## src/design/interference_graph_colouring_top_assert.svh

```systemverilog
// Assertion macros shared by the colouring block
`ifndef INTERFERENCE_GRAPH_COLOURING_TOP_ASSERT_SVH
`define INTERFERENCE_GRAPH_COLOURING_TOP_ASSERT_SVH
// Implication checked every clock, off during reset
`define IGC_ASSERT_IMP(label, clk, rst_n, ante, cons) \
    label: assert property (@(posedge clk) disable iff (!rst_n) (ante) |-> (cons)) \
        else $error("igc assertion failed");
// Next-cycle implication, off during reset
`define IGC_ASSERT_NXT(label, clk, rst_n, ante, cons) \
    label: assert property (@(posedge clk) disable iff (!rst_n) (ante) |=> (cons)) \
        else $error("igc assertion failed");
`endif

```

## src/design/igc_pkg.sv

```systemverilog
// -----------------------------------------------------------------------------
// igc_pkg
// Types, constants and commands of the interference graph colouring block.
// -----------------------------------------------------------------------------
`default_nettype none
package igc_pkg;
    localparam int MaxNodes = 32;
    localparam int PhysRegs = 16;
    localparam int NodeW = $clog2(MaxNodes);
    localparam int CntW = $clog2(MaxNodes + 1);
    localparam int ColW = $clog2(PhysRegs);
    localparam int DegW = $clog2(MaxNodes + PhysRegs + 1);
    localparam int PcW = $clog2(PhysRegs + 1);

    typedef enum logic [3:0] {
        t_ST_IDLE, t_ST_SIMP_START, t_ST_SIMP_SCAN, t_ST_SIMP_PUSH,
        t_ST_SEL_POP, t_ST_SEL_SCAN, t_ST_SEL_PICK, t_ST_OUT
    } t_state;

    typedef struct packed {
        logic load;        // write one row
        logic simp_init;   // remaining = present & count mask, depth = 0
        logic scan_clr;    // reset best, index to 0
        logic scan_step;   // examine node at index
        logic push;        // push best, clear remaining bit
        logic pop;         // pop top into current node
        logic pick;        // assign lowest free colour
        logic out_init;    // index 0 for output
        logic out_step;    // present result at index
    } t_cmd;

    typedef struct packed {
        logic remain_zero;
        logic scan_done;   // index reached count-1
        logic stack_empty;
        logic count_zero;
        logic out_last;
    } t_status;
endpackage
`default_nettype wire

```

## src/design/igc_datapath.sv

```systemverilog
// -----------------------------------------------------------------------------
// igc_datapath
// Adjacency storage, stack, degree scan, colour pick and result register.
// -----------------------------------------------------------------------------
`default_nettype none
`include "interference_graph_colouring_top_assert.svh"
module igc_datapath (
    input  wire logic                        i_clk,
    input  wire logic                        i_rst_n,
    input  wire igc_pkg::t_cmd               i_cmd,
    output igc_pkg::t_status                 o_status,
    input  wire logic [igc_pkg::NodeW-1:0]   i_node,
    input  wire logic                        i_present,
    input  wire logic [igc_pkg::MaxNodes-1:0] i_vn,
    input  wire logic [igc_pkg::PhysRegs-1:0] i_pc,
    input  wire logic [5:0]                  i_cfg_count,
    output logic [igc_pkg::NodeW-1:0]        o_node_index,
    output logic [igc_pkg::ColW-1:0]         o_colour,
    output logic                             o_valid_res,
    output logic                             o_spilled,
    output logic                             o_last
);
    localparam int N = igc_pkg::MaxNodes;
    localparam int P = igc_pkg::PhysRegs;

    logic [N-1:0] r_nrow [N];
    logic [P-1:0] r_prow [N];
    logic [igc_pkg::PcW-1:0] r_pcnt [N];
    logic [igc_pkg::NodeW-1:0] r_stack [N];
    logic [igc_pkg::ColW-1:0] r_col [N];
    logic [N-1:0] r_present, r_remain, r_alloc;
    logic [igc_pkg::CntW-1:0] r_depth;
    logic [igc_pkg::CntW-1:0] r_count;
    logic [N-1:0] r_cmask;
    logic [igc_pkg::NodeW-1:0] r_idx, r_best, r_cur;
    logic [igc_pkg::DegW-1:0] r_best_deg;
    logic r_best_ok;
    logic [P-1:0] r_blocked;

    logic [igc_pkg::CntW-1:0] w_count;
    logic [N-1:0] w_cmask, w_row;
    logic [igc_pkg::DegW-1:0] w_deg;
    logic w_free_found;
    logic [igc_pkg::ColW-1:0] w_free;

    always_comb begin
        if (i_cfg_count > 6'(N)) begin
            w_count = igc_pkg::CntW'(N);
        end else begin
            w_count = igc_pkg::CntW'(i_cfg_count);
        end
        for (int j = 0; j < N; j++) begin
            w_cmask[j] = (igc_pkg::CntW'(j) < w_count);
        end
    end

    // degree of node at scan index against current remaining set
    always_comb begin
        w_row = r_nrow[r_idx] & r_remain;
        w_row[r_idx] = 1'b0;
        w_deg = igc_pkg::DegW'($countones(w_row)) + igc_pkg::DegW'(r_pcnt[r_idx]);
    end

    always_comb begin
        w_free_found = 1'b0;
        w_free = '0;
        for (int c = P - 1; c >= 0; c--) begin
            if (!r_blocked[c]) begin
                w_free_found = 1'b1;
                w_free = igc_pkg::ColW'(c);
            end
        end
    end

    always_ff @(posedge i_clk) begin
        if (i_cmd.load) begin
            r_nrow[i_node] <= i_vn;
            r_prow[i_node] <= i_pc;
            r_pcnt[i_node] <= igc_pkg::PcW'($countones(i_pc));
        end
        if (i_cmd.push) begin
            r_stack[r_depth[igc_pkg::NodeW-1:0]] <= r_best;
        end
        if (i_cmd.pick && w_free_found) begin
            r_col[r_cur] <= w_free;
        end
    end

    always_ff @(posedge i_clk) begin
        if (!i_rst_n) begin
            r_present <= '0;
            r_remain <= '0;
            r_alloc <= '0;
            r_depth <= '0;
            o_valid_res <= 1'b0;
            o_spilled <= 1'b0;
            o_last <= 1'b0;
        end else begin
            if (i_cmd.load) begin
                r_present[i_node] <= i_present;
            end
            if (i_cmd.simp_init) begin
                r_count <= w_count;
                r_cmask <= w_cmask;
                r_remain <= r_present & w_cmask;
                r_depth <= '0;
                r_alloc <= '0;
            end
            if (i_cmd.scan_clr) begin
                r_idx <= '0;
                r_best_ok <= 1'b0;
                r_best <= '0;
                r_best_deg <= '1;
            end
            if (i_cmd.scan_step) begin
                // walk neighbours of current node during select, nodes during simplify
                if (r_remain[r_idx] && (!r_best_ok || w_deg < r_best_deg)) begin
                    r_best_ok <= 1'b1;
                    r_best <= r_idx;
                    r_best_deg <= w_deg;
                end
                if (r_nrow[r_cur][r_idx] && r_cmask[r_idx] && r_alloc[r_idx]) begin
                    r_blocked[r_col[r_idx]] <= 1'b1;
                end
                r_idx <= r_idx + 1'b1;
            end
            if (i_cmd.push) begin
                r_depth <= r_depth + 1'b1;
                r_remain[r_best] <= 1'b0;
            end
            if (i_cmd.pop) begin
                r_cur <= r_stack[r_depth[igc_pkg::NodeW-1:0] - 1'b1];
                r_blocked <= r_prow[r_stack[r_depth[igc_pkg::NodeW-1:0] - 1'b1]];
                r_depth <= r_depth - 1'b1;
            end
            if (i_cmd.pick && w_free_found) begin
                r_alloc[r_cur] <= 1'b1;
            end
            if (i_cmd.out_init) begin
                r_idx <= '0;
            end
            if (i_cmd.out_step) begin
                o_node_index <= r_idx;
                o_colour <= r_alloc[r_idx] ? r_col[r_idx] : '0;
                o_valid_res <= r_alloc[r_idx];
                o_spilled <= r_present[r_idx] && !r_alloc[r_idx];
                o_last <= (igc_pkg::CntW'(r_idx) + 1'b1 == r_count);
                r_idx <= r_idx + 1'b1;
            end
        end
    end

    assign o_status.remain_zero = (r_remain == '0);
    assign o_status.scan_done = (igc_pkg::CntW'(r_idx) + 1'b1 >= r_count);
    assign o_status.stack_empty = (r_depth == '0);
    assign o_status.count_zero = (w_count == '0);
    assign o_status.out_last = (igc_pkg::CntW'(r_idx) + 1'b1 == r_count);

    `IGC_ASSERT_IMP(a_depth_bound, i_clk, i_rst_n, 1'b1,
        r_depth <= igc_pkg::CntW'(N))
    `IGC_ASSERT_NXT(a_push_clears, i_clk, i_rst_n, i_cmd.push, !r_remain[$past(r_best)])
    `IGC_ASSERT_IMP(a_pick_one, i_clk, i_rst_n, i_cmd.pick, !i_cmd.scan_step && !i_cmd.pop)
endmodule
`default_nettype wire

```

## src/design/igc_ctrl.sv

```systemverilog
// -----------------------------------------------------------------------------
// igc_ctrl
// Sequencer for load, simplify, select and result phases.
// -----------------------------------------------------------------------------
`default_nettype none
`include "interference_graph_colouring_top_assert.svh"
module igc_ctrl (
    input  wire logic             i_clk,
    input  wire logic             i_rst_n,
    input  wire logic             i_in_fire,
    input  wire logic             i_mode,
    input  wire logic             i_out_free,
    input  wire igc_pkg::t_status i_status,
    output igc_pkg::t_cmd         o_cmd,
    output logic                  o_in_ready,
    output logic                  o_out_load
);
    igc_pkg::t_state r_state, n_state;

    always_ff @(posedge i_clk) begin
        if (!i_rst_n) begin
            r_state <= igc_pkg::t_ST_IDLE;
        end else begin
            r_state <= n_state;
        end
    end

    always_comb begin
        n_state = r_state;
        unique case (r_state)
            igc_pkg::t_ST_IDLE: begin
                if (i_in_fire && i_mode && !i_status.count_zero) begin
                    n_state = igc_pkg::t_ST_SIMP_START;
                end
            end
            igc_pkg::t_ST_SIMP_START: begin
                n_state = i_status.remain_zero ? igc_pkg::t_ST_SEL_POP
                                               : igc_pkg::t_ST_SIMP_SCAN;
            end
            igc_pkg::t_ST_SIMP_SCAN: begin
                if (i_status.scan_done) begin
                    n_state = igc_pkg::t_ST_SIMP_PUSH;
                end
            end
            igc_pkg::t_ST_SIMP_PUSH: n_state = igc_pkg::t_ST_SIMP_START;
            igc_pkg::t_ST_SEL_POP: begin
                n_state = i_status.stack_empty ? igc_pkg::t_ST_OUT : igc_pkg::t_ST_SEL_SCAN;
            end
            igc_pkg::t_ST_SEL_SCAN: begin
                if (i_status.scan_done) begin
                    n_state = igc_pkg::t_ST_SEL_PICK;
                end
            end
            igc_pkg::t_ST_SEL_PICK: n_state = igc_pkg::t_ST_SEL_POP;
            igc_pkg::t_ST_OUT: begin
                if (i_out_free && i_status.out_last) begin
                    n_state = igc_pkg::t_ST_IDLE;
                end
            end
            default: n_state = igc_pkg::t_ST_IDLE;
        endcase
    end

    always_comb begin
        o_cmd = '0;
        o_in_ready = 1'b0;
        o_out_load = 1'b0;
        unique case (r_state)
            igc_pkg::t_ST_IDLE: begin
                o_in_ready = 1'b1;
                o_cmd.load = i_in_fire && !i_mode;
                o_cmd.simp_init = i_in_fire && i_mode;
            end
            igc_pkg::t_ST_SIMP_START: o_cmd.scan_clr = !i_status.remain_zero;
            igc_pkg::t_ST_SIMP_SCAN: o_cmd.scan_step = 1'b1;
            igc_pkg::t_ST_SIMP_PUSH: o_cmd.push = 1'b1;
            igc_pkg::t_ST_SEL_POP: begin
                o_cmd.pop = !i_status.stack_empty;
                o_cmd.scan_clr = !i_status.stack_empty;
                o_cmd.out_init = i_status.stack_empty;
            end
            igc_pkg::t_ST_SEL_SCAN: o_cmd.scan_step = 1'b1;
            igc_pkg::t_ST_SEL_PICK: o_cmd.pick = 1'b1;
            igc_pkg::t_ST_OUT: begin
                o_cmd.out_step = i_out_free;
                o_out_load = i_out_free;
            end
            default: o_cmd = '0;
        endcase
    end

    `IGC_ASSERT_IMP(a_ready_idle, i_clk, i_rst_n, o_in_ready, r_state == igc_pkg::t_ST_IDLE)
    `IGC_ASSERT_NXT(a_run_starts, i_clk, i_rst_n,
        r_state == igc_pkg::t_ST_IDLE && i_in_fire && i_mode && !i_status.count_zero,
        r_state == igc_pkg::t_ST_SIMP_START)
    `IGC_ASSERT_IMP(a_out_only, i_clk, i_rst_n, o_out_load, r_state == igc_pkg::t_ST_OUT)
endmodule
`default_nettype wire

```

## src/design/interference_graph_colouring_top.sv

```systemverilog
// A run first simplifies the present nodes, then selects their colours, then
// presents the results in index order as the output register frees; a load writes one row.
// The single scan over node rows, one node per cycle, sets the rate.
// Only one item is worked on at a time; input is held off until the last result
// of a run is in the output register. Reset (synchronous, active low) clears
// presence bits and sets node_count to 32; adjacency rows are undefined until loaded.
// -----------------------------------------------------------------------------
// interference_graph_colouring_top
// Graph colouring register allocator with stream ports.
// -----------------------------------------------------------------------------
`default_nettype none
`include "interference_graph_colouring_top_assert.svh"
module interference_graph_colouring_top (
    input  wire logic        i_clk,
    input  wire logic        i_rst_n,
    input  wire logic        s_axis_tvalid,
    output logic             s_axis_tready,
    // [0] node(5 at 0) present(1 at 5) virtual_neighbours(32 at 6)
    // physical_conflicts(16 at 38), zero pad to 56
    input  wire logic [55:0] s_axis_tdata,
    input  wire logic        s_axis_tuser,   // mode
    output logic             m_axis_tvalid,
    input  wire logic        m_axis_tready,
    // node_index(5 at 0) colour(4 at 5) valid_res(1 at 9) spilled(1 at 10), pad to 16
    output logic [15:0]      m_axis_tdata,
    output logic             m_axis_tlast,
    input  wire logic        i_cfg_we,
    input  wire logic [5:0]  i_cfg_wdata
);
    logic [5:0] r_node_count;
    logic r_out_valid;
    logic w_in_fire, w_out_free, w_out_load;
    igc_pkg::t_cmd w_cmd;
    igc_pkg::t_status w_status;
    logic [igc_pkg::NodeW-1:0] w_idx;
    logic [igc_pkg::ColW-1:0] w_col;
    logic w_vr, w_sp, w_last;

    assign w_in_fire = s_axis_tvalid && s_axis_tready;
    assign w_out_free = !r_out_valid || m_axis_tready;

    always_ff @(posedge i_clk) begin
        if (!i_rst_n) begin
            r_node_count <= 6'd32;
            r_out_valid <= 1'b0;
        end else begin
            if (i_cfg_we) begin
                r_node_count <= i_cfg_wdata;
            end
            if (w_out_load) begin
                r_out_valid <= 1'b1;
            end else if (m_axis_tready) begin
                r_out_valid <= 1'b0;
            end
        end
    end

    igc_ctrl u_ctrl (
        .i_clk(i_clk), .i_rst_n(i_rst_n), .i_in_fire(w_in_fire), .i_mode(s_axis_tuser),
        .i_out_free(w_out_free), .i_status(w_status), .o_cmd(w_cmd),
        .o_in_ready(s_axis_tready), .o_out_load(w_out_load)
    );

    igc_datapath u_dp (
        .i_clk(i_clk), .i_rst_n(i_rst_n), .i_cmd(w_cmd), .o_status(w_status),
        .i_node(s_axis_tdata[4:0]), .i_present(s_axis_tdata[5]),
        .i_vn(s_axis_tdata[37:6]), .i_pc(s_axis_tdata[53:38]),
        .i_cfg_count(r_node_count),
        .o_node_index(w_idx), .o_colour(w_col), .o_valid_res(w_vr),
        .o_spilled(w_sp), .o_last(w_last)
    );

    assign m_axis_tvalid = r_out_valid;
    assign m_axis_tdata = {5'd0, w_sp, w_vr, w_col, w_idx};
    assign m_axis_tlast = w_last;

    `IGC_ASSERT_NXT(a_out_hold, i_clk, i_rst_n, m_axis_tvalid && !m_axis_tready,
        m_axis_tvalid && $stable(m_axis_tdata))
    `IGC_ASSERT_IMP(a_no_cfg_busy, i_clk, i_rst_n, i_cfg_we, s_axis_tready && !m_axis_tvalid)
    `IGC_ASSERT_IMP(a_ready_no_load, i_clk, i_rst_n, s_axis_tready, !w_out_load)
endmodule
`default_nettype wire
```

## config.mk

```make
export PLATFORM = sky130hd
export DESIGN_NAME = interference_graph_colouring_top
export DESIGN_NICKNAME = d
export VERILOG_FILES = /design/src/design/igc_pkg.sv /design/src/design/igc_datapath.sv /design/src/design/igc_ctrl.sv /design/src/design/interference_graph_colouring_top.sv
export VERILOG_INCLUDE_DIRS = /design/src /design/src/design
export SDC_FILE = /design/constraint.sdc
export NUM_CORES = 2
export LEC_CHECK = 0
export BUFFER_PORTS_ARGS = -buffer_cell sky130_fd_sc_hd__buf_2
export CORE_AREA = 10 10 416 418
export CTS_CLUSTER_DIAMETER = 120
export CTS_CLUSTER_SIZE = 12
export DETAILED_ROUTE_END_ITERATION = 10
export DIE_AREA = 0 0 426 428
export GPL_TIMING_DRIVEN = 0
export PLACE_DENSITY = 0.76
export SKIP_LAST_GASP = 1
export SYNTH_ARGS = -nofsm -noshare
export SYNTH_HDL_FRONTEND = slang
export SYNTH_SLANG_ARGS = --single-unit
```

## constraint.sdc

```tcl
create_clock -name i_clk -period 12.35 [get_ports i_clk]
set_clock_uncertainty 0.1 [all_clocks]
set_input_delay 1.235 -clock i_clk [delete_from_list [all_inputs] [get_ports i_clk]]
set_output_delay 1.235 -clock i_clk [all_outputs]
set_load 0.1 [all_outputs]
```

Word level (Yosys, flattened, before mapping) --
Memories as Yosys holds them, arrays and structs flattened. A register that Yosys moved wholly into a read port is not among the register bits. Index checks and enable logic that the tools add are counted.
Storage, ports and cells: memories 5, register bits after elaboration 201, RAM bits 1984, bits of input ports 68, output and inout port bits 19
Operators by class: reductions and logical operators 40, add/subtract/negate cells 52, muxes and demuxes 107, bitwise logic cells 8, eq/ne operators 12, order comparisons 45
Memory list:
- u_dp.r_nrow | words 32, width 32, rd ports 2, clocked after Yosys merged registers in 2, wr ports 1, RTL line igc_datapath.sv:26 | logic [N-1:0] r_nrow [N];
- u_dp.r_prow | words 32, width 16, rd ports 1, clocked after Yosys merged registers in 0, wr ports 1, RTL line igc_datapath.sv:27 | logic [P-1:0] r_prow [N];
- u_dp.r_pcnt | words 32, width 5, rd ports 1, clocked after Yosys merged registers in 1, wr ports 1, RTL line igc_datapath.sv:28 | logic [igc_pkg::PcW-1:0] r_pcnt [N];
- u_dp.r_stack | words 32, width 5, rd ports 1, clocked after Yosys merged registers in 0, wr ports 1, RTL line igc_datapath.sv:29 | logic [igc_pkg::NodeW-1:0] r_stack [N];
- u_dp.r_col | words 32, width 4, rd ports 1, clocked after Yosys merged registers in 1, wr ports 1, RTL line igc_datapath.sv:30 | logic [igc_pkg::ColW-1:0] r_col [N];
Operators by type and width (count):
- two-way mux 32 bit | 6
- bitwise AND 32 bit | 4
- < comparator 5 x 6 -> 1 bit (first input constant) | 16
- adder 6 bit | 15
- two-way mux 4 bit | 20
- inverter 32 bit | 2
- two-way mux 5 bit | 11
- adder 1 x 1 -> 2 bit | 24
- < comparator 4 x 6 -> 1 bit (first input constant) | 8
- two-way mux 16 bit | 3
- two-way mux 1 bit | 44
- two-way mux 6 bit | 7
- adder 5 bit | 7
- bitwise mux 32 bit | 1
- zero test 32 bit | 1
- bitwise OR 32 bit | 1
- one-hot mux 4 bit (8 select lines) | 1
- binary-select mux 1 bit (select 5 bit) | 5
- < comparator 3 x 6 -> 1 bit (first input constant) | 4
- < comparator 5 x 6 -> 1 bit (second input constant) | 4
- demux 1 bit (select 5 bit) | 4
- >= comparator 5 x 1 -> 1 bit (second input constant) | 4
- equality test 4 x 3 -> 1 bit (second input constant) | 4
- bitwise OR 16 bit | 1
- other kinds (33) | 67

Longest topological paths before layout --
depth after elaboration 19, mapped depth 36, gate-level depth less buffers 30

Hierarchy --
From an unflattened synthesis, not the netlist that was laid out.
Unflattened totals: cells, all modules 5166, area, all modules 97141.9 um^2
Modules (own cells, without submodules):
- igc_datapath | cells each 5087, area an instance 96502.6 um^2, sequential area each 64401.8 um^2, instances 1
- interference_graph_colouring_top | cells each 32, area an instance 326.6 um^2, sequential area each 140.1 um^2, instances 1
- igc_ctrl | cells each 47, area an instance 312.8 um^2, sequential area each 60.1 um^2, instances 1

Least setup slack after synthesis --
No wires, ideal clock.
path kind register to register, start register (tool-made name), end register u_dp.r_best_deg[3] (netlist name) (data pin), stages on the path, launching flop included 35, buffers on the path 6, setup slack 3.246 ns, arrival 8.744 ns, required time 11.990 ns, cells stage by stage dfxtp_1 clkbuf_1 buf_1 buf_1 buf_1 mux4_2 mux4_2 mux2i_1 nor2_1 ha_1 inv_1 fa_1 inv_1 fa_1 inv_1 fa_1 xnor2_1 xnor2_1 fa_1 inv_1 fa_1 inv_1 fa_1 inv_1 ha_1 a21o_1 a21o_1 a21o_1 a21oi_1 nor2b_1 o21ai_0 and3_1 clkbuf_1 buf_1 mux2_2
RTL lines:
- to (signal assigned) | RTL line igc_datapath.sv:120 | r_best_deg <= w_deg;
- to (decl) | RTL line igc_datapath.sv:36 | logic [igc_pkg::DegW-1:0] r_best_deg;

==> reports/metrics.yaml <==
power:
  clock_power_share: 0.239
  vdd_ir_drop_max_v: 0.0002200
  power.internal_mw: 14.66
  p_leak_nw: 33.63
  switchingPower_mw: 8.859
  switching_share: 0.3767
  combPwrFrac: 0.392
  pwr-share-seq: 0.369
  p_per_area_nw_per_um2: 215.7
worst_setup_path:
  max_stage_delay_ps: 970
  crit_fanout: 10
  crit_slowest_cell: "clkbuf_1"
  crit_family: "buffers and inverters"
  arrival_ps: 12400
  cp_common_cell: "fa_1"
  cp-start-kind: "flip-flop"
  required_ps: 12860
  end_kind: "flip-flop"
  crit_buf_inv: 9
  path_class: "flip-flop to flip-flop"
die:
  start_util: 0.5956
  die_y_um: 428
  core_area_um2: 164400
  core.rowCount: 149
  die_area_um2: 182300
  ios: 87
  die_width_um: 426
clocking:
  cts_buffer_depth: 3
  cts_sinks: 2193
  htree_levels: 4
  cts_hold_buf: 0
  cts_setup_buffers: 0
  cts_resized: 0
  path_clk_slew_ps: 60
  cts_buffers: 200
  worstSkewPairLatency_ps: 880
  cts_tree: "done"
  root_buffer: "clkbuf_16"
placed_design:
  dp_hpwl_um: 217400
  dp.cells: 7957
  io_buffer_count: 78
  globalplace.congestion: 0.9638
sta:
  worst-slew-pin-transition_ps: 1702
  max_freq_mhz: 84.11
  post-route-period-util: 0.9627
  rsz0062_at_grt: "no"
  finalHoldViolations: 0
  setup-violations-final: 0
  period_needed_ps: 11890
  maxSlewHeadroom: -0.1346
  drv_slew: 64
  setup_tns_ps: 0
finish:
  final_cells: 8242
  final_net_count: 6138
  layout-drive-gt1-share: 0.2315
  syn_to_final_growth_pct: 11.32
synth:
  synth_top_area_share: 0.6341
  yosys.area.top_type: "edfxtp_1"
  synth.avg_cell_area_um2: 17.54
  synthAdderAreaFrac: 0.01566
  synthMuxAreaShare: 0.1967
  syn-cell-area_um2: 97930
  synth-simple-area-share: 0.04731
  synth_edf_count: 2068
  synth_xor_area_frac: 0.001699
  ys_seq_area_frac: 0.6597
  synth_top_family_by_area: "multiplexers"
  yosysWarnings: 0
  synth_cell_types: 75
  synth_area_leaders: "edfxtp_1 63%, mux4_2 19%, dfxtp_1 2.6%"
  synth_flop_cell: "edfxtp_1"
  synth_commonest_cells: "2068 x edfxtp_1, 821 x mux4_2, 327 x clkbuf_1, 324 x o21ai_0, 266 x nor4_1"
  synth.most_common_cell: "edfxtp_1"
  ys_ff_latch: 2193
  synth_compound_area_frac: 0.05541
  async_reset_ff_frac: 0
  syn-instance-count: 5584
drt:
  detail_route.wl_per_cell_um: 39.70
  vias: 63740
  drtIter0Drc: 12820
  drc: 0
  ant_nets: 0
  drt_pass1_iterations: 9
  via_per_inst: 7.733
  totalWireLength_um: 327200
grt:
  grt_pass1_wl_um: 456600
  overflow: 0
  grt_pass1_vias: 61840
  grtUsageTotal: 0.3521
  grt_max_degree: 40
  antenna_found_initial: 36
status:
  violations: "max-capacitance violations, max-slew violations"
  status: "finished, violations left"
hold_path:
  hold_class: "flip-flop to flip-flop"
job:
  cap_violations: 7
[metal layers]
layer	GRT usage	part of all wire	vias to the layer above
met1	0.4315	0.31	31620
li1	-	-	23990
met5	0	0.00086	-
met2	0.5270	0.45	6472
met3	0.1319	0.16	1622
met4	0.2261	0.084	33
[area by class of cell]
cell class / count / area (um2)
Antenna cell: 15 / 37.54
Buffer: 476 / 1977
Clock buffer: 255 / 5233
Clock inverter: 13 / 212.7
Fill cell: 10610 / 55410
Inverter: 100 / 375.4
Multi-Input combinational cell: 2819 / 31340
Sequential cell: 2193 / 64600
Tap cell: 2189 / 2739
Timing Repair Buffer: 182 / 2512
[cell usage in the layout, fill, tap and decap left out, types with 65 or more instances in the layout]
cell,instances
edfxtp_1,2068
mux4_2,821
clkbuf_1,373
o21ai_0,324
nor4_1,266
a31oi_1,261
nand2_1,237
clkbuf_16,201
buf_2,155
nor2_1,153
dfxtp_1,125
a21oi_1,101
inv_1,94
buf_12,86
a41oi_1,65
[registers in the layout, indices dropped and copies added, names as in the netlist, 3 cells and up, named ones only]
name	count
u_dp.o_node_index	5
u_dp.r_alloc	32
u_dp.r_depth	6
r_node_count	6
u_dp.r_stack	160
u_dp.r_col	128
u_dp.r_cmask	32
u_dp.r_pcnt	160
u_dp.r_blocked	16
u_dp.r_idx	5
u_dp.r_prow	512
u_dp.r_present	32
u_dp.r_nrow	1024
u_dp.r_cur	5
u_dp.r_best_deg	6
u_dp.r_best	5
u_dp.r_remain	32
u_dp.r_count	5
u_dp.o_colour	4
u_ctrl.r_state	3
[path summary, 6_finish.rpt]
path	start	slack, ps	depth (start not counted)	end
max	flip-flop	460	31	u_dp.r_best_deg[3]$_DFFE_PP_
min	u_dp.r_idx[3]$_DFFE_PP_	390	0	u_dp.o_node_index[3]$_DFFE_PP_
max reg2reg	flip-flop	460	31	u_dp.r_best_deg[3]$_DFFE_PP_
min reg2reg	u_dp.r_idx[3]$_DFFE_PP_	390	0	u_dp.o_node_index[3]$_DFFE_PP_
[power groups by stage]
| stage | sequential [mW] | combinational, mW | clock [mW] |
|---|---|---|---|
| 5_1_grt | 8.68 | 9.48 | 5.87 |
| 4_1_cts | 8.67 | 8.82 | 5.59 |
| 6_report | 8.67 | 9.23 | 5.62 |
| 3_3_place_gp | 8.82 | 8.49 | 0 |
| 3_5_place_dp | 8.82 | 8.75 | 0 |
| 2_1_floorplan | 8.76 | 5.42 | 0 |
[through the flow]
step	util	instance area, um2	total power [mW]	worst slack [ps]	hold slack, ps
2_1_floorplan	-	97950	14.18	3246	324.4
3_3_place_gp	0.6147	101100	17.31	1.228	354.2
3_5_place_dp	0.6293	103500	17.58	184.6	362.1
4_1_cts	0.6624	108900	23.08	102.3	379.5
5_1_grt	0.6629	109000	24.04	253.9	403.9
6_report	0.6630	109000	23.52	460.8	387.1
[logic make-up (layout without fill, tap and decap cells)]
kind of cell | count (synthesis) | in the layout
adder cells (fa/ha/maj) | 98 | 98
other | 1 | 20
AO/OA/AOI/OAI | 896 | 896
AND/OR/NAND/NOR | 910 | 910
buffers and inverters | 576 | 1026
flip-flops | 2193 | 2193
XOR/XNOR | 16 | 16
multiplexers | 894 | 894
(Power assumes the default switching activity.)
